<file path="src/rtl/fsg_ram.sv">
`default_nettype none
module fsg_ram #(
	parameter int WIDTH = 8,
	parameter int DEPTH = 64,
	localparam int AW = $clog2(DEPTH)
) (
	input  wire logic             clk,
	input  wire logic             we,
	input  wire logic [AW-1:0]    waddr,
	input  wire logic [WIDTH-1:0] wdata,
	input  wire logic [AW-1:0]    raddr,
	output logic      [WIDTH-1:0] rdata
);
	logic [WIDTH-1:0] mem [DEPTH];

	always_ff @(posedge clk) begin
		if (we) begin
			mem[waddr] <= wdata;
		end
		rdata <= mem[raddr];
	end
endmodule
`default_nettype wire

</file>
<file path="config.mk">
export PLATFORM = sky130hd
export DESIGN_NAME = fsg_ram
export DESIGN_NICKNAME = d
export VERILOG_FILES = /design/src/rtl/fsg_ram.sv
export SDC_FILE = /design/constraint.sdc
export NUM_CORES = 1
export LEC_CHECK = 0
export ABC_AREA = 1
export BUFFER_PORTS_ARGS = -buffer_cell sky130_fd_sc_hd__buf_2
export CORE_UTILIZATION = 30
export DETAILED_ROUTE_END_ITERATION = 10
export GPL_TIMING_DRIVEN = 0
export PLACE_DENSITY = 0.51
export SKIP_LAST_GASP = 1
export SLEW_MARGIN = 20
export SYNTH_ARGS = -nofsm -noshare
export SYNTH_HDL_FRONTEND = slang
export SYNTH_SLANG_ARGS = --single-unit
</file>
<file path="constraint.sdc">
create_clock -name clk -period 2.5 [get_ports clk]
set_input_delay 0.25 -clock clk [delete_from_list [all_inputs] [get_ports clk]]
set_output_delay 0.25 -clock clk [all_outputs]
set_load 0.01 [all_outputs]
</file>
Word level (Yosys, flattened, before mapping) --
Memory sizes are Yosys's and may differ from the RTL's. A register that Yosys moved wholly into a read port is not among the register bits. Cells that the tools add are included.
Storage, ports and cells: register bits 0, memory bits (writable) 512, bits of input ports 22, logic and storage cells 3, memories 1
Memory list:
- mem | words 64, bits a word 8, rd ports 1, clocked after memory_dff 1, write ports 1, line 14 | logic [WIDTH-1:0] mem [DEPTH];
Operators by class: mux-type cells 2
Operator list (count):
- two-way mux 1 bit | 2

Logic depth before layout (Yosys ltp) --
depth after elaboration 2, gate-level depth with buffers 12, depth with buffers taken out 9

Worst setup path after synthesis --
No wires, ideal clock.
path type input to register, start input we, end memory mem[48][0], enable pin, setup time 0.395 ns, data arrival time 1.621 ns, data required time 2.105 ns, path slack 0.484 ns, cell stages on the path 3, buffers on the path 1, cells stage by stage clkbuf_1 nand4_1 nor4_1
Between the ends: word-level cells in the longest chain between the ends 2
Ends and longest elaborated chain:
- from (decl) | line 8 | input wire logic we,
- two-way mux 1 bit | line 17 | if (we) begin
- two-way mux 1 bit (not written as such) | line 18 | mem[waddr] <= wdata;
- to (decl) | line 14
Every way passes these cells.

Worst setup path in the final report --
start input waddr[0], end memory mem[28][4], enable pin
RTL lines:
- from (decl) | line 9 | input wire logic [AW-1:0] waddr,
Straight into the memory's write port.

==> results by stage <==
Finish:
- The leading cell type in the layout, fill and taps excluded is nand2_1.
- The area growth from synthesis to layout is 14.8%.
- The core utilization of the finished layout is between 30% and 40%.
- Of the cells placed in the final design, the portion with a size suffix greater than 1 is a little over a tenth.
- In the layout the commonest cells are 648 x nand2_1, 512 x edfxtp_1, 439 x nand3_1.
- The total number of nets in the final design is ~1900.

Timing:
- The maximum clock rate is approximately 390 MHz.
- The transition time at the pin with the least slew margin is about 1.1 ns.
- The worst hold slack across all endpoints is roughly 0.064 ns.
- The final worst-path cycle share is 103%.
- The final count of pins violating max slew is 0.
- The number of setup violations in the final report is 16.
- The final hold violation count came to 0.
- Setup repair after global routing could not meet its margin everywhere.
- The relative max-transition margin is a little over a quarter.
- After layout, the minimum clock period comes to around 2.6 ns.
- Once routing completed, OpenROAD measured the worst setup slack at -0.0703 ns.
- The clock arrives with 0.0186 ns of skew.

Route:
- The overall routed net length is 67.9 mm.
- For this run, design rule violations remaining after detail routing come to 0.
- The average wire per cell in the routed design is ~24 um.
- In this run, the number of DRC markers left after iteration 0 of detailed routing was approximately 1600.
- The detailed-route vias per instance is approximately 5.
- The post-route antenna net violation count is 0.
- Detailed routing inserted a total of around 14000 vias.
- The detailed-router iteration count before antenna repair is 5.

Global route:
- The remaining global-route overflow is 0.
- The initial antenna violation count is 3.
- Across every metal layer, demand over resource in global routing totals between 10% and 20%.
- The maximum number of pins on one net before global-route repair is between 60 and 70.
- The global-route wire length before repair is slightly below 100 mm.
- The number of global-route vias before repair was around 14000.

Clock network:
- The TritonCTS clock tree is yes.
- In this run, CTS created clock tree buffers numbering 54.
- The maximum number of buffers from clock root to sink is 3.
- The post-cts repair resize count is 0.
- The worst-skew pair later-pin latency is 0.61 ns.
- The number of setup buffers added after CTS is 0.
- The sink count of the clock tree is 520.
- The register clock-pin slew on the reported worst setup and hold paths is 0.06 ns.
- The number of H-tree levels is 2.
- In this run, post-CTS hold repair placed 0 buffers.
- The buffer type at the clock tree root is clkbuf_16.

Pwr:
- The static power due to leakage is 8.71 nW.
- The fraction of power spent switching nets is between 20% and 30%.
- Combinational logic is responsible for under 10% of the overall power.
- Sequential cells burn between 50% and 60% of the power.
- IR analysis of the VDD net gives a maximum drop of between 0.0004 and 0.0005 V.
- The power per cell area is approximately 760 nW/um^2.
- Summed over all nets, the switching power comes to 4.40 mW.
- The clock share of power is between 40% and 50%.
- The internal portion of the total power is around 14 mW.

Worst hold path:
- The worst min-delay path category is input pin to register.
- The startpoint identified for the worst hold timing path is wdata[4].
- Counting instances, the worst hold path has a depth of 1.

Critical path:
- The total number of cells along the worst setup path is 4.
- In this run the worst setup path begins at waddr[0].
- The biggest fanout along the worst timing path is 9.
- The standard cell with the maximum stage delay on the critical path is nor2_1.
- The worst setup path is of the input pin to register kind.
- The length in cells of the worst reg-to-reg path is 8.
- The maximum single-stage delay on the critical path is ~1.1 ns.
- The worst setup path is captured at a register.
- The critical path required time is about 2.7 ns.
- The critical path launch point type is an input pin.
- The startpoint identified for the worst register-to-register timing path is mem[57][1]$_DFFE_PP_.
- The critical path buffer and inverter count is 2.
- The worst path arrival time is around 2.8 ns.
- Walking the worst path, the cells encountered are clkbuf_1 -> inv_1 -> nand4_1 -> nor2_1.
- On the critical path the largest part of the delay comes from simple AND/OR/NAND/NOR gates.

Synthesis:
- In this run the mean area of a mapped cell was 11.8 um^2.
- The number of nets handed over by synthesis was ~1800.
- The count of distinct cell types in the synthesized netlist is 16.
- Summing every instance area after synthesis gives 21300 um^2.
- The number of warnings reported in the yosys synthesis log is 0.
- The register bit total from synthesis is 520.
- The sequential cell area fraction in the yosys report is between 70 and 80%.
- Synthesis produced about 1800 cells.

Floorplan:
- The count of standard-cell rows is 97.
- The die is between 200 and 300 um wide.
- The placeable core area is about 70000 um^2.
- Measured along the y axis, the die boundary spans between 200 and 300 um.
- The initial utilization of the core area, before any placement, comes to 30.4%.
- The number of top-level pins is 30.
- The full die area is ~72000 um^2.

Status:
- The checks that failed: setup timing.
- The run finished, with violations left.

Place:
- The post-detailed-placement half-perimeter wirelength is ~46 mm.
- The routability congestion estimate is approximately 0.98.
- The pre-CTS worst setup slack is -0.574 ns.
- The number of buffers added on ports is 21.

Flow run:
- Max-cap violations in this run came to 0.
worst reg2reg max path: cells and delay by family, from the launching register on:
kind / cells / cell delay [ns]
flops: 1 / 0.36
simple gates: 8 / 1.05
cell usage after synthesis, drive strengths merged:
cell type    n  share of area [%]
buf         98                3.5
clkbuf      15               0.26
nor2        56               0.99
nand3      439                 10
inv         12               0.23
nor4         8               0.23
nand4        9               0.26
edfxtp     512                 72
dfxtp        8               0.75
nand2      648                 11
area by class of cell:
class	count	area, um^2
Inverter	12	50.0
Multi-Input combinational cell	1160	5000
Clock buffer	69	1420
Timing Repair Buffer	33	258
Buffer	113	808
Sequential cell	520	15500
Clock inverter	31	249
Tap cell	940	1180
Fill cell	7086	45700
Antenna cell	1	2.50
stage by stage:
stage / setup TNS (ns) / total power [mW] / area, um^2 / std cells
5_1_grt: -0.959 / 19.2 / 24500 / 2878
6_report: -0.609 / 18.7 / 24500 / 2879
3_3_place_gp: -65.94 / 11.2 / 22600 / 2766
2_1_floorplan: 0 / 10.5 / 21300 / 1805
3_5_place_dp: -116.92 / 11.2 / 22800 / 2778
4_1_cts: 0 / 18.8 / 24500 / 2878
state kept, by name, indices dropped and copies added (netlist names):
name and count:
mem 512, rdata 8
path summary, 6_finish.rpt:
kind / end / slack (ns)
worst max register to register: rdata[1]$_DFF_P_ / 0.93
worst max-delay path: mem[28][4]$_DFFE_PP_ / -0.07
worst min-delay path: mem[22][4]$_DFFE_PP_ / 0.06
worst min register to register: rdata[5]$_DFF_P_ / 0.94
metal layers:
| metal | GRT usage [%] | up-vias | share of wire (%) |
|---|---|---|---|
| met5 | 0 | - | 0.031 |
| met2 | 28.9 | 573 | 45 |
| met1 | 25.9 | 7098 | 43 |
| met4 | 8.12 | 4 | 4.1 |
| met3 | 3.89 | 136 | 8.0 |
| li1 | - | 6553 | - |
cell families after synthesis:
kind of cell / count (synthesis) / synth area share [%]
flip-flops: 520 / 72.8
buffers and inverters: 125 / 4.02
AND/OR/NAND/NOR: 1160 / 23.2
power groups by stage:
| stage | clock network, mW | logic [mW] | registers [mW] |
|---|---|---|---|
| global placement | 0 | 1.32 | 9.86 |
| detailed placement | 0 | 1.36 | 9.85 |
| floorplan | 0 | 0.678 | 9.86 |
| finish | 7.67 | 1.37 | 9.67 |
| CTS | 7.79 | 1.36 | 9.67 |
| global route | 8.09 | 1.46 | 9.67 |
Power figures use the tool's default switching activity.
