[config.mk]
export PLATFORM = sky130hd
export DESIGN_NAME = fsg_engine
export DESIGN_NICKNAME = d
export VERILOG_FILES = /design/src/rtl/fsg_pkg.sv /design/src/rtl/fsg_engine.sv
export SDC_FILE = /design/constraint.sdc
export NUM_CORES = 2
export LEC_CHECK = 0
export ABC_AREA = 1
export BUFFER_PORTS_ARGS = -buffer_cell sky130_fd_sc_hd__clkbuf_2
export CELL_PAD_IN_SITES_DETAIL_PLACEMENT = 1
export CELL_PAD_IN_SITES_GLOBAL_PLACEMENT = 1
export CORE_MARGIN = 10
export CORE_UTILIZATION = 30
export DETAILED_ROUTE_END_ITERATION = 10
export PLACE_DENSITY_LB_ADDON = 0.1
export SETUP_SLACK_MARGIN = 0.02
export SLEW_MARGIN = 20
export SYNTH_ARGS = -nofsm -noshare
export SYNTH_HDL_FRONTEND = slang
export SYNTH_SLANG_ARGS = --single-unit
[constraint.sdc]
create_clock -name clk -period 8.1 [get_ports clk]
set_clock_uncertainty 0.15 [all_clocks]
set_input_delay 0 -clock clk [delete_from_list [all_inputs] [get_ports clk]]
set_output_delay 0 -clock clk [all_outputs]
set_load 0.05 [all_outputs]
[src/rtl/fsg_pkg.sv]
`default_nettype none
package fsg_pkg;

	localparam int RECORDS_DEF  = 64;
	localparam int SESSIONS_DEF = 8;
	localparam int USED_W       = 6;
	localparam int PADDR_W      = 5;

	localparam int UDP_WINDOW_MS = 1000;
	localparam int TCP_WINDOW_MS = 60000;

	localparam logic [1:0] OP_UDP  = 2'd0;
	localparam logic [1:0] OP_TCP  = 2'd1;
	localparam logic [1:0] OP_UP   = 2'd2;
	localparam logic [1:0] OP_DOWN = 2'd3;

	localparam logic [1:0] CLS_PING = 2'd1;
	localparam logic [1:0] CLS_REG  = 2'd2;

	localparam logic [3:0] V_OK       = 4'd0;
	localparam logic [3:0] V_TRUSTED  = 4'd1;
	localparam logic [3:0] V_BANNED   = 4'd2;
	localparam logic [3:0] V_OVERSIZE = 4'd3;
	localparam logic [3:0] V_UNKNOWN  = 4'd4;
	localparam logic [3:0] V_FLOOD    = 4'd5;
	localparam logic [3:0] V_FULL     = 4'd6;
	localparam logic [3:0] V_SESSION  = 4'd7;
	localparam logic [3:0] V_SET_FULL = 4'd8;

	localparam logic [2:0] REG_UDP_BASE  = 3'd0;
	localparam logic [2:0] REG_UDP_EXTRA = 3'd1;
	localparam logic [2:0] REG_TCP_BASE  = 3'd2;
	localparam logic [2:0] REG_TCP_EXTRA = 3'd3;
	localparam logic [2:0] REG_BAN_BASE  = 3'd4;
	localparam logic [2:0] REG_TIMEOUT   = 3'd5;
	localparam logic [2:0] REG_TRUSTED   = 3'd6;
	localparam logic [2:0] REG_MAX_SIZE  = 3'd7;

	localparam logic [15:0] RST_UDP_BASE  = 16'd150;
	localparam logic [15:0] RST_UDP_EXTRA = 16'd50;
	localparam logic [15:0] RST_TCP_BASE  = 16'd10;
	localparam logic [15:0] RST_TCP_EXTRA = 16'd5;
	localparam logic [31:0] RST_BAN_BASE  = 32'd60000;
	localparam logic [31:0] RST_TIMEOUT   = 32'd600000;
	localparam logic [31:0] RST_TRUSTED   = 32'h7F00_0001;
	localparam logic [15:0] RST_MAX_SIZE  = 16'd1450;

	typedef struct packed {
		logic [1:0]  operation;
		logic [31:0] source_ip;
		logic [31:0] session_id;
		logic [15:0] datagram_size;
		logic [1:0]  packet_class;
		logic [47:0] now_ms;
	} in_t;

	typedef struct packed {
		logic       allow;
		logic [3:0] verdict;
		logic       ban_issued;
		logic [3:0] live_sessions;
		logic [7:0] violation_total;
	} out_t;

	typedef struct packed {
		logic [15:0] udp_base;
		logic [15:0] udp_extra;
		logic [15:0] tcp_base;
		logic [15:0] tcp_extra;
		logic [31:0] ban_base;
		logic [31:0] timeout;
		logic [31:0] trusted;
		logic [15:0] max_size;
	} cfg_t;

	typedef struct packed {
		logic [31:0]       address;
		logic              ban;
		logic [47:0]       expiry;
		logic [7:0]        viol;
		logic [15:0]       udp_cnt;
		logic [47:0]       udp_ws;
		logic [15:0]       tcp_cnt;
		logic [47:0]       tcp_ws;
		logic [47:0]       last;
		logic [USED_W-1:0] used;
	} rec_t;

endpackage
`default_nettype wire

[src/rtl/fsg_engine.sv]
`default_nettype none
module fsg_engine #(
	parameter int RECORDS = fsg_pkg::RECORDS_DEF,
	parameter int SESSIONS_PER_SOURCE = fsg_pkg::SESSIONS_DEF,
	localparam int RIDX_W = $clog2(RECORDS),
	localparam int SADDR_W = $clog2(RECORDS * SESSIONS_PER_SOURCE)
) (
	input  wire logic                 clk,
	input  wire logic                 arst_n,
	input  wire fsg_pkg::cfg_t        cfg,
	input  wire logic                 in_valid,
	output logic                      in_stall,
	input  wire fsg_pkg::in_t         in_data,
	output logic                      out_valid,
	input  wire logic                 out_stall,
	output fsg_pkg::out_t             out_data,
	output logic                      rec_we,
	output logic [RIDX_W-1:0]         rec_waddr,
	output fsg_pkg::rec_t             rec_wdata,
	output logic [RIDX_W-1:0]         rec_raddr,
	input  wire fsg_pkg::rec_t        rec_rdata,
	output logic                      sess_we,
	output logic [SADDR_W-1:0]        sess_waddr,
	output logic [31:0]               sess_wdata,
	output logic [SADDR_W-1:0]        sess_raddr,
	input  wire logic [31:0]          sess_rdata
);
	import fsg_pkg::*;

	localparam int FILL_W = $clog2(RECORDS + 1);
	localparam int SK_W   = $clog2(SESSIONS_PER_SOURCE + 1);

	typedef enum logic [7:0] {
		ST_IDLE    = 8'b0000_0001,
		ST_SCAN    = 8'b0000_0010,
		ST_SESS    = 8'b0000_0100,
		ST_SLOT_RD = 8'b0000_1000,
		ST_SLOT_WR = 8'b0001_0000,
		ST_CALC1   = 8'b0010_0000,
		ST_CALC2   = 8'b0100_0000,
		ST_DEC     = 8'b1000_0000
	} state_t;

	state_t             state_q;
	in_t                item_q;
	logic [FILL_W-1:0]  fill_q, scan_idx_q;
	logic               chk_vld_q, stale_found_q;
	logic [RIDX_W-1:0]  chk_idx_q, stale_idx_q, r_q;
	rec_t               rec_q;
	logic               have_q, found_q, sc_vld_q;
	logic [SK_W-1:0]    sk_q, sc_idx_q, pos_q;
	out_t               out_q;
	logic               out_vld_q;

	logic               win_s1, banned_s1, oversize_s1;
	logic [21:0]        prod_s1;
	logic [36:0]        ban_amt_s1;
	logic [7:0]         viol_new_s1;
	logic [15:0]        cnt_s2;
	logic [22:0]        lim_s2;
	logic [47:0]        exp_s2;

	logic               is_chk, trusted, hit, last_chk, stale, done, need_take, stale_any;
	logic [RIDX_W-1:0]  stale_pick;
	logic               sess_need, sc_hit, sc_done;
	logic [SADDR_W-1:0] sess_base;
	logic               out_free;
	rec_t               fresh, nrec;
	out_t               res;
	logic               rec_mod, sess_add;
	logic [18:0]        five_cnt;
	logic [24:0]        lim5;
	logic               unk_ok, flood;
	logic [2:0]         sh;

	assign is_chk   = (item_q.operation == OP_UDP) || (item_q.operation == OP_TCP);
	assign trusted  = item_q.source_ip == cfg.trusted;
	assign in_stall = state_q != ST_IDLE;
	assign out_valid = out_vld_q;
	assign out_data  = out_q;
	assign out_free  = !out_vld_q || !out_stall;

	assign rec_raddr = scan_idx_q[RIDX_W-1:0];
	assign hit       = chk_vld_q && (rec_rdata.address == item_q.source_ip);
	assign last_chk  = chk_vld_q && (FILL_W'(chk_idx_q) == fill_q - 1'b1);
	assign stale     = chk_vld_q && !rec_rdata.ban && (rec_rdata.used == '0) &&
		({1'b0, item_q.now_ms} > ({1'b0, rec_rdata.last} + 49'(cfg.timeout)));
	assign done      = (fill_q == '0) || hit || last_chk;
	assign need_take = (is_chk && !trusted) ||
		(item_q.operation == OP_UP && item_q.session_id != 32'd0);
	assign stale_any  = stale_found_q || stale;
	assign stale_pick = stale_found_q ? stale_idx_q : chk_idx_q;
	assign sess_need  = hit && (rec_rdata.used != '0) && (item_q.operation != OP_TCP) &&
		!(item_q.operation == OP_UP && item_q.session_id == 32'd0);

	always_comb begin
		fresh         = '0;
		fresh.address = item_q.source_ip;
	end

	assign sess_base = SADDR_W'(r_q) * SADDR_W'(SESSIONS_PER_SOURCE);
	assign sc_hit    = sc_vld_q && (sess_rdata == item_q.session_id);
	assign sc_done   = sc_hit || (sc_vld_q && (USED_W'(sc_idx_q) == rec_q.used - 1'b1));
	assign sess_raddr = (state_q == ST_SLOT_RD) ?
		sess_base + SADDR_W'(rec_q.used - 1'b1) : sess_base + SADDR_W'(sk_q);

	assign sh = (rec_q.viol >= 8'd5) ? 3'd5 : rec_q.viol[2:0];

	assign five_cnt = {1'b0, cnt_s2, 2'b00} + 19'(cnt_s2);
	assign lim5     = {lim_s2, 2'b00} + 25'(lim_s2);
	assign unk_ok   = (item_q.packet_class == CLS_PING) ? (23'(cnt_s2) > lim_s2) :
		(23'(five_cnt) > lim_s2);
	assign flood    = (item_q.packet_class == CLS_PING) ? (25'(cnt_s2) > lim5) :
		(23'(cnt_s2) > lim_s2);

	always_comb begin
		nrec     = rec_q;
		rec_mod  = 1'b0;
		sess_add = 1'b0;
		res      = '0;
		case (item_q.operation)
			OP_DOWN: begin
				res.allow   = 1'b1;
				res.verdict = V_SESSION;
				if (have_q && found_q) begin
					nrec.used = rec_q.used - 1'b1;
					rec_mod   = 1'b1;
				end
			end
			OP_UP: begin
				if (item_q.session_id == 32'd0) begin
					res.allow   = 1'b1;
					res.verdict = V_SESSION;
				end else if (!have_q) begin
					res.verdict = V_FULL;
				end else begin
					nrec.last = item_q.now_ms;
					rec_mod   = 1'b1;
					if (found_q) begin
						res.allow   = 1'b1;
						res.verdict = V_SESSION;
					end else if (rec_q.used >= USED_W'(SESSIONS_PER_SOURCE)) begin
						res.verdict = V_SET_FULL;
					end else begin
						sess_add    = 1'b1;
						nrec.used   = rec_q.used + 1'b1;
						res.allow   = 1'b1;
						res.verdict = V_SESSION;
					end
				end
			end
			default: begin
				if (trusted) begin
					res.allow   = 1'b1;
					res.verdict = V_TRUSTED;
				end else if (!have_q) begin
					res.verdict = V_FULL;
				end else begin
					nrec.last = item_q.now_ms;
					rec_mod   = 1'b1;
					if (banned_s1) begin
						res.verdict = V_BANNED;
					end else begin
						nrec.ban = 1'b0;
						if (item_q.operation == OP_TCP) begin
							if (win_s1) begin
								nrec.tcp_ws = item_q.now_ms;
							end
							nrec.tcp_cnt = cnt_s2;
							if (23'(cnt_s2) > lim_s2) begin
								res.verdict    = V_FLOOD;
								res.ban_issued = 1'b1;
							end else begin
								res.allow   = 1'b1;
								res.verdict = V_OK;
							end
						end else if (oversize_s1) begin
							res.verdict    = V_OVERSIZE;
							res.ban_issued = 1'b1;
						end else begin
							if (win_s1) begin
								nrec.udp_ws = item_q.now_ms;
							end
							nrec.udp_cnt = cnt_s2;
							if (!(item_q.session_id != 32'd0 && found_q) &&
								item_q.packet_class != CLS_REG &&
								rec_q.used != '0 && unk_ok) begin
								res.verdict = V_UNKNOWN;
							end else if (flood) begin
								res.verdict    = V_FLOOD;
								res.ban_issued = 1'b1;
							end else begin
								res.allow   = 1'b1;
								res.verdict = V_OK;
							end
						end
						if (res.ban_issued) begin
							nrec.ban    = 1'b1;
							nrec.viol   = viol_new_s1;
							nrec.expiry = exp_s2;
						end
					end
				end
			end
		endcase
		res.live_sessions   = have_q ? nrec.used[3:0] : 4'd0;
		res.violation_total = have_q ? nrec.viol : 8'd0;
	end

	assign rec_we     = (state_q == ST_DEC) && out_free && rec_mod;
	assign rec_waddr  = r_q;
	assign rec_wdata  = nrec;
	assign sess_we    = (state_q == ST_SLOT_WR) ||
		((state_q == ST_DEC) && out_free && sess_add);
	assign sess_waddr = (state_q == ST_SLOT_WR) ? sess_base + SADDR_W'(pos_q) :
		sess_base + SADDR_W'(rec_q.used);
	assign sess_wdata = (state_q == ST_SLOT_WR) ? sess_rdata : item_q.session_id;

	always_ff @(posedge clk) begin
		if (state_q == ST_IDLE && in_valid) begin
			item_q <= in_data;
		end
		if (state_q == ST_SCAN) begin
			if (done) begin
				if (hit) begin
					rec_q <= rec_rdata;
					r_q   <= chk_idx_q;
				end else if (need_take && fill_q < FILL_W'(RECORDS)) begin
					rec_q <= fresh;
					r_q   <= fill_q[RIDX_W-1:0];
				end else if (need_take && stale_any) begin
					rec_q <= fresh;
					r_q   <= stale_pick;
				end else begin
					rec_q <= '0;
				end
			end else if (stale && !stale_found_q) begin
				stale_idx_q <= chk_idx_q;
			end
			chk_idx_q <= scan_idx_q[RIDX_W-1:0];
		end
		if (state_q == ST_SESS) begin
			sc_idx_q <= sk_q;
			if (sc_done) begin
				pos_q <= sc_idx_q;
			end
		end
		if (state_q == ST_CALC1) begin
			if (item_q.operation == OP_TCP) begin
				win_s1  <= {1'b0, item_q.now_ms} > ({1'b0, rec_q.tcp_ws} + 49'(TCP_WINDOW_MS));
				prod_s1 <= 22'(rec_q.used) * 22'(cfg.tcp_extra);
			end else begin
				win_s1  <= {1'b0, item_q.now_ms} > ({1'b0, rec_q.udp_ws} + 49'(UDP_WINDOW_MS));
				prod_s1 <= 22'(rec_q.used) * 22'(cfg.udp_extra);
			end
			banned_s1   <= rec_q.ban && (item_q.now_ms < rec_q.expiry);
			oversize_s1 <= item_q.datagram_size > cfg.max_size;
			ban_amt_s1  <= 37'(cfg.ban_base) << sh;
			viol_new_s1 <= (rec_q.viol == 8'hFF) ? 8'hFF : rec_q.viol + 1'b1;
		end
		if (state_q == ST_CALC2) begin
			if (win_s1) begin
				cnt_s2 <= 16'd1;
			end else if (item_q.operation == OP_TCP) begin
				cnt_s2 <= (rec_q.tcp_cnt == 16'hFFFF) ? 16'hFFFF : rec_q.tcp_cnt + 1'b1;
			end else begin
				cnt_s2 <= (rec_q.udp_cnt == 16'hFFFF) ? 16'hFFFF : rec_q.udp_cnt + 1'b1;
			end
			lim_s2 <= ((item_q.operation == OP_TCP) ? 23'(cfg.tcp_base) : 23'(cfg.udp_base)) +
				23'(prod_s1);
			exp_s2 <= (({1'b0, item_q.now_ms} + 49'(ban_amt_s1)) > 49'({48{1'b1}})) ?
				{48{1'b1}} : 48'({1'b0, item_q.now_ms} + 49'(ban_amt_s1));
		end
		if (state_q == ST_DEC && out_free) begin
			out_q <= res;
		end
	end

	always_ff @(posedge clk or negedge arst_n) begin
		if (!arst_n) begin
			state_q       <= ST_IDLE;
			fill_q        <= '0;
			scan_idx_q    <= '0;
			chk_vld_q     <= 1'b0;
			stale_found_q <= 1'b0;
			have_q        <= 1'b0;
			found_q       <= 1'b0;
			sk_q          <= '0;
			sc_vld_q      <= 1'b0;
			out_vld_q     <= 1'b0;
		end else begin
			if (state_q == ST_DEC && out_free) begin
				out_vld_q <= 1'b1;
			end else if (out_vld_q && !out_stall) begin
				out_vld_q <= 1'b0;
			end
			case (state_q)
				ST_IDLE: begin
					if (in_valid) begin
						scan_idx_q    <= '0;
						chk_vld_q     <= 1'b0;
						stale_found_q <= 1'b0;
						state_q       <= ST_SCAN;
					end
				end
				ST_SCAN: begin
					if (scan_idx_q < fill_q) begin
						chk_vld_q  <= 1'b1;
						scan_idx_q <= scan_idx_q + 1'b1;
					end else begin
						chk_vld_q <= 1'b0;
					end
					if (stale) begin
						stale_found_q <= 1'b1;
					end
					if (done) begin
						found_q  <= 1'b0;
						sk_q     <= '0;
						sc_vld_q <= 1'b0;
						if (hit) begin
							have_q <= 1'b1;
						end else if (need_take && fill_q < FILL_W'(RECORDS)) begin
							have_q <= 1'b1;
							fill_q <= fill_q + 1'b1;
						end else begin
							have_q <= need_take && stale_any;
						end
						state_q <= sess_need ? ST_SESS : ST_CALC1;
					end
				end
				ST_SESS: begin
					if (USED_W'(sk_q) < rec_q.used) begin
						sc_vld_q <= 1'b1;
						sk_q     <= sk_q + 1'b1;
					end else begin
						sc_vld_q <= 1'b0;
					end
					if (sc_done) begin
						found_q <= sc_hit;
						state_q <= (sc_hit && item_q.operation == OP_DOWN) ?
							ST_SLOT_RD : ST_CALC1;
					end
				end
				ST_SLOT_RD: state_q <= ST_SLOT_WR;
				ST_SLOT_WR: state_q <= ST_CALC1;
				ST_CALC1:   state_q <= ST_CALC2;
				ST_CALC2:   state_q <= ST_DEC;
				ST_DEC: begin
					if (out_free) begin
						state_q <= ST_IDLE;
					end
				end
				default: state_q <= ST_IDLE;
			endcase
		end
	end

	a_fill_bound: assert property (@(posedge clk) disable iff (!arst_n)
		fill_q <= FILL_W'(RECORDS))
		else $error("record fill count beyond table size");

	a_rec_write_known: assert property (@(posedge clk) disable iff (!arst_n)
		rec_we |-> (FILL_W'(r_q) < fill_q))
		else $error("record write outside the records in use");

	a_used_bound: assert property (@(posedge clk) disable iff (!arst_n)
		rec_we |-> (rec_wdata.used <= USED_W'(SESSIONS_PER_SOURCE)))
		else $error("session count beyond set size");

	a_result_loaded: assert property (@(posedge clk) disable iff (!arst_n)
		(state_q == ST_DEC && out_free) |=> (out_vld_q && state_q == ST_IDLE))
		else $error("decision did not load the result register");

endmodule
`default_nettype wire
# Yosys cells after proc, flatten, opt, wreduce, memory -nomap -nowiden
# Index checks and enable logic that the tools add are counted.
[classes] n_addsub=21 mul=2 magnitude_cmp=14 eq_ne=30 n_shift=1 n_mux=100 n_bitwise=3 n_reduce_logical=68
[ops] operator="2-to-1 mux 271 bit" count=3
[ops] operator="2-to-1 mux 233 bit" count=2
[ops] operator="2-to-1 mux 185 bit" count=2
[ops] operator="2-to-1 mux 64 bit" count=3
[ops] operator="> comparator 48 x 49 -> 1 bit" count=3
[ops] operator="2-to-1 mux 54 bit" count=2
[ops] operator="== test 32 bit" count=3
[ops] operator="2-to-1 mux 48 bit" count=2
[ops] operator="case mux 48 bit (2 select lines)" count=1
[ops] operator="2-to-1 mux 6 bit" count=14
[ops] operator="2-to-1 mux 16 bit" count=4
[ops] operator="case mux 8 bit (8 select lines)" count=1
[ops] operator="2-to-1 mux 57 bit" count=1
[ops] operator="adder 48 x 10 -> 49 bit, second input constant" count=1
[ops] operator="adder 48 x 16 -> 49 bit, second input constant" count=1
[ops] operator="adder 48 x 32 -> 49 bit" count=1
[ops] operator="adder 48 x 37 -> 49 bit" count=1
[ops] operator="> comparator 49 x 48 -> 1 bit, second input constant" count=1
[ops] operator="less-than comparator 48 bit" count=1
[ops] operator="multiplier 6 x 16 -> 22 bit" count=2
[ops] operator="<< shifter 32 x 3 -> 37 bit" count=1
[ops] operator="adder 16 x 1 -> 16 bit, second input constant" count=2
[ops] operator="== test 16 bit, second input constant" count=2
[ops] operator="logical NOT 32 bit" count=1
[ops] operator="other kinds (67)" count=184
[word_totals] ff_bits=636 input_bits=615 output_inout_bits=355 wordCells=284

# Depth between registers and ports, before layout
[depth] word_depth=18 ltp_mapped=39 mapped_depth_nobuf=38

# Worst setup path after synthesis
# No wires, ideal clock.
[synth_timing] path_kind="reg2reg" start="reg state_q[5]" end="reg scan_idx_q[3]" setup_time_ns=0.413 arrival_time_ns=8.776 required_time_ns=7.537 path_slack_ns=-1.239 stages_incl_launch_ff=13 period_less_slack_ns=9.339 cell_sequence="dfrtp_1 > nor2_1 > inv_1 > nor2_1 > nand4_1 > nor2_1 > inv_1 > nand2_1 > nand2_1 > nand2_1 > inv_1 > nor3_1 > nor3_1"
[synth_between] elab_chain_cells=3 elab_cells_between_ends=7
[synth_rtl] item="from (decl)" line="fsg_engine.sv:44" rtl="state_t state_q;"
[synth_rtl] item="from (signal assigned)" line="fsg_engine.sv:328" rtl="state_q <= sess_need ? ST_SESS : ST_CALC1;"
[synth_rtl] item="from (signal assigned)" line="fsg_engine.sv:340" rtl="state_q <= (sc_hit && item_q.operation == OP_DOWN) ?"
[synth_rtl] item="== test 8 x 2 -> 1 bit or == test 8 x 1 -> 1 bit (tied branches)" line="fsg_engine.sv:297" rtl="case (state_q)"
[synth_rtl] item="!= test 2 x 1 -> 1 bit (no source line) (tied with other cells)"
[synth_rtl] item="AND reduction 3 bit (no source line)"
[synth_rtl] item="to (signal assigned)" line="fsg_engine.sv:309" rtl="scan_idx_q <= scan_idx_q + 1'b1;"
[synth_rtl] item="to (decl)" line="fsg_engine.sv:46" rtl="logic [FILL_W-1:0] fill_q, scan_idx_q;"
# Parallel ways exist; a longest one is shown, timed or not.
# A chain may end at the register's enable or synchronous reset.

# Worst setup path after layout
[layout_timing] start="reg rec_q[183] in the netlist's numbering" end="reg ban_amt_s1[10], data pin"
[layout_between] elab_chain_cells=3
[layout_rtl] item="from (decl)" line="fsg_engine.sv:49" rtl="rec_t rec_q;"
[layout_rtl] item="from (signal assigned)" line="fsg_engine.sv:226" rtl="rec_q <= rec_rdata;"
[layout_rtl] item="from (signal assigned)" line="fsg_engine.sv:229" rtl="rec_q <= fresh;"
[layout_rtl] item="from (signal assigned)" line="fsg_engine.sv:232" rtl="rec_q <= fresh;"
[layout_rtl] item="greater-or-equal comparator 8 x 3 -> 1 bit" line="fsg_engine.sv:107" rtl="assign sh = (rec_q.viol >= 8'd5) ? 3'd5 : rec_q.viol[2:0];"
[layout_rtl] item="2-to-1 mux 3 bit (*)" line="fsg_engine.sv:107"
[layout_rtl] item="<< shifter 32 x 3 -> 37 bit (*)" line="fsg_engine.sv:258" rtl="ban_amt_s1 <= 37'(cfg.ban_base) << sh;"
[layout_rtl] item="to (signal assigned)" line="fsg_engine.sv:258"
[layout_rtl] item="to (decl)" line="fsg_engine.sv:57" rtl="logic [36:0] ban_amt_s1;"
# Every way passes the cells marked *; elsewhere a longest branch is shown, timed or not.

==> out/qor_table.md <==
| Stage | Quantity | Reported |
|---|---|---|
| outcome | Status | completed |
| clock network | CTS Buffer Depth | 3 |
| sta | Hold Fails Final Rpt | 0 |
| drt | Wire length per cell after detailed routing | 24.7 um |
| floorplanning | Number of cell rows | 153 |
| finish | Commonest cells after routing, fill and taps aside | sky130_fd_sc_hd__nand2_1, sky130_fd_sc_hd__inv_1, sky130_fd_sc_hd__clkbuf_2 |
| worst setup path | Data arrival at the endpoint of the critical path | 6.81 ns |
| sta | Setup repair after global routing missed its margin | no |
| worst hold path | Worst hold path type | input port to flop |
| grt | Wire length of the first global-routing pass | 390000 um |
| finish | Non-filler instance count after layout | 10.9k |
| place | Input/output buffers | 969 |
| yosys | Ys flop type | sky130_fd_sc_hd__edfxtp_1 |
| place | Inst Count DP | 9882 |
| worst setup path | Sort of element at the start of the critical path | flop |
| yosys | Syn Nets | 7903 |
| yosys | Count of distinct cell types in the synthesized netlist | 77 |
| sta | Tcrit/Tclk final | 0.801 |
| sta | Number of pins with negative max-slew slack in the final report | 0 |
| yosys | Ranking of synthesized cells by area | sky130_fd_sc_hd__edfxtp_1, sky130_fd_sc_hd__nand2_1, sky130_fd_sc_hd__ha_1 |
| yosys | Cells after synthesis | 6701 |
| worst setup path | Maximum cell stage delay along the critical path | 0.81 ns |
| floorplanning | Total Die Area | 0.193 sq mm |
| finish | Area added between synthesis and finish | 35.9% |
| pwr | Worst IR drop on VDD | 0.184 mV |
| floorplanning | Starting density of the core | 0.303 |
| finish | Leading cell type in the layout, fill and taps excluded | sky130_fd_sc_hd__nand2_1 |
| finish | Layout cells sized above 1 | 0.155 |
| pwr | Power density over cell area | 187 mW/mm^2 |
| yosys | Post-Synthesis Mean Instance Area | 7.89 sq um |
| grt | Number of global-route vias before repair | 58.2k |
| grt | Pin count of the biggest net entering global routing | 115 |
| yosys | Proportion of register bits with asynchronous set or reset after synthesis | 0.0503 |
| grt | Global-route congestion overflow total | 0 |
| clock network | Number of sinks handled by clock tree synthesis | 636 |
| drt | Total via count after detailed routing | 53.8k |
| floorplanning | DIE HEIGHT | 440 um |
| worst setup path | CP max FO | 34 |
| worst setup path | Kind of critical path | flop to flop |
| yosys | Count of flip-flops with a built-in enable after synthesis | 604 |
| run | Max-cap check violation count | 0 |
| clock network | CTS buffer count | 87 |
| yosys | Yosys warning count | 0 |
| clock network | Root buffer cell | sky130_fd_sc_hd__clkbuf_16 |
| clock network | H-tree depth reported by CTS | 3 |
| sta | Max_slew headroom | 0.199 |
| grt | Global-route total usage across every layer | 0.271 |
| floorplanning | Die W | 440 um |
| finish | Nets@finish | 9714 |
| worst setup path | Cells along the critical path | inv_1 -> ha_1 -> inv_1 -> o21ai_0 -> nand4_1 -> nor2_2 -> buf_4 -> clkinv_1 -> nand2_1 -> nand2_1 -> dlygate4sd3_1 -> o21ai_0 -> dlygate4sd3_1 -> inv_1 -> nand2_1 -> o21ai_0 -> dlygate4sd3_1 |
| worst setup path | Data required time at the worst endpoint | 8.42 ns |
| floorplanning | I/O pins | 970 |
| sta | Transition time at the pin with the least slew margin | 1.19 ns |
| yosys | Sequential area share after synthesis | 0.358 |
| pwr | Pleak | 35.0 nW |
| sta | Minimum period implied by the final worst setup slack | 6.49 ns |
| yosys | Share of the synthesized area in the top cell type | 0.343 |
| worst setup path | Slowest cell on the critical path | sky130_fd_sc_hd__clkinv_1 |
| floorplanning | Area of the core | 0.175 sq mm |
| yosys | Flop and latch count out of synthesis | 636 |
| drt | Length of the first detailed-routing pass in iterations | 7 |
| clock network | Clock Latency Late Sink | 0.74 ns |
| drt | Remaining DRCs | 0 |
| place | Last weighted congestion value of the routability-driven placer | 0.916 |
| yosys | Synth area leader | sky130_fd_sc_hd__edfxtp_1 |
| yosys | Post-synthesis instance area | 0.0529 sq mm |
| worst setup path | Crit end category | flop |
| sta | Total setup violations reported at the end of the flow | 0 |
| drt | Iter 0 DRT Violations | 3169 |
| sta | Final total negative setup slack | 0 ns |
| grt | Number of antenna violations at the first check in global routing | 67 |
| sta | Maximum achievable frequency | 0.154 GHz |
| worst setup path | Crit path buf inv count | 8 |
| worst setup path | Cell class contributing the biggest share of worst-path delay | buffers and inverters |
| drt | Total Routed Length | 270000 um |
| place | Detailed placement HPWL | 212000 um |
| clock network | CTS tree | yes |
| drt | Number of routed nets with antenna violations | 0 |
| clock network | Worst-path clk slew | 0.06 ns |
| drt | Post-detailed-route via-to-cell ratio | 4.92 |
| finish | Post-Route Utilization | 0.411 |
flip-flops by register name, summed over array words and instances, names as in the netlist, 6 cells and up:
register	cells
state_q	8
fill_q	7
exp_s2	48
scan_idx_q	7
chk_idx_q	6
ban_amt_s1	37
stale_idx_q	6
lim_s2	23
rec_q	239
viol_new_s1	8
rec_waddr	6
rec_wdata	32
out_data	18
prod_s1	22
item_q	100
cnt_s2	16
fresh	32
layout make-up:
class                      count  area (sq um)
fill                       21269        103000
multi-input combinational   4749         28800
sequential                   636         18900
timing repair buffer        1912         14100
inverter                    1126          4250
tap                         2325          2910
clock buffer                 113          2350
clock inverter                46           407
antenna                       29          72.6
cells in the mapped netlist (all sizes together) (17+ instances only):
master / n
ha: 466
nand3: 185
mux2: 30
nand4: 115
a31oi: 45
clkbuf: 110
xnor2: 80
o211ai: 18
fa: 121
nor3: 108
nand3b: 17
inv: 1122
or2: 32
dfrtp: 31
nor4: 80
nor2: 664
nand2: 1602
o21ai: 460
a21oi: 366
buf: 80
edfxtp: 604
xor2: 224
metal layers:
metal  global-route usage  routed length (um)  share of wire  up-vias
met5                    0                  73        0.00027        -
met4                0.151               17900          0.066       12
met3               0.0441               12600          0.047      517
met2                0.481              134000           0.50     1406
met1                0.306              106000           0.39    26253
li1                     -                   -              -    25661
tightest hold or removal path, delay by kind of cell:
family,cells,cell delay [ns]
buffers and inverters,3,0.71
AND/OR/NAND/NOR,1,0.08
power breakdown:
part	internal [mW]	switching (mW)
logic	1.92	3.42
clock network	2.21	1.69
registers	3.99	0.246
total	8.11	5.36
cells by family after synthesis:
logic type,share of synthesized area
xor gates and xnor gates,0.0504
and+or+nand+nor,0.224
adders and majority gates,0.156
muxes,0.00715
AOI/OAI and AO/OA,0.106
DFF,0.358
buffers and inverters,0.0985
metrics by stage:
step                      total power [mW]  hold slack [ns]  instance area, sq um  worst slack, ns
after floorplan                       7.31           -0.446                 52900           0.0411
after global placement                9.10           0.0264                 60300             2.55
after detailed placement              9.17           0.0292                 60300             2.30
after CTS                             13.6         0.000244                 71800             1.62
after global routing                  14.3           0.0159                 71800             1.16
final                                 13.5           0.0319                 71800             1.61
final timing paths:
check                      cells past startpoint             end  slack [ns]          start
setup reg to reg                              17  ban_amt_s1[10]        1.61     rec_q[183]
setup / recovery                              17  ban_amt_s1[10]        1.61     rec_q[183]
hold / removal                                 4       rec_q[84]        0.03  rec_rdata[84]
hold reg to reg                                0        pos_q[3]        0.33    sc_idx_q[3]
min in group asynchronous                      3      state_q[0]        0.24         arst_n
max in group asynchronous                      4          have_q        7.31         arst_n
what timing repair did:
| item | 4_1_cts | 5_1_grt |
|---|---|---|
| hold endpoints to repair | 524 | 0 |
| buffers inserted | 0 | 0 |
| hold buffers | 866 | 0 |
| resized for setup | 0 | 0 |
Note: power is estimated with default switching activity, not from simulation.
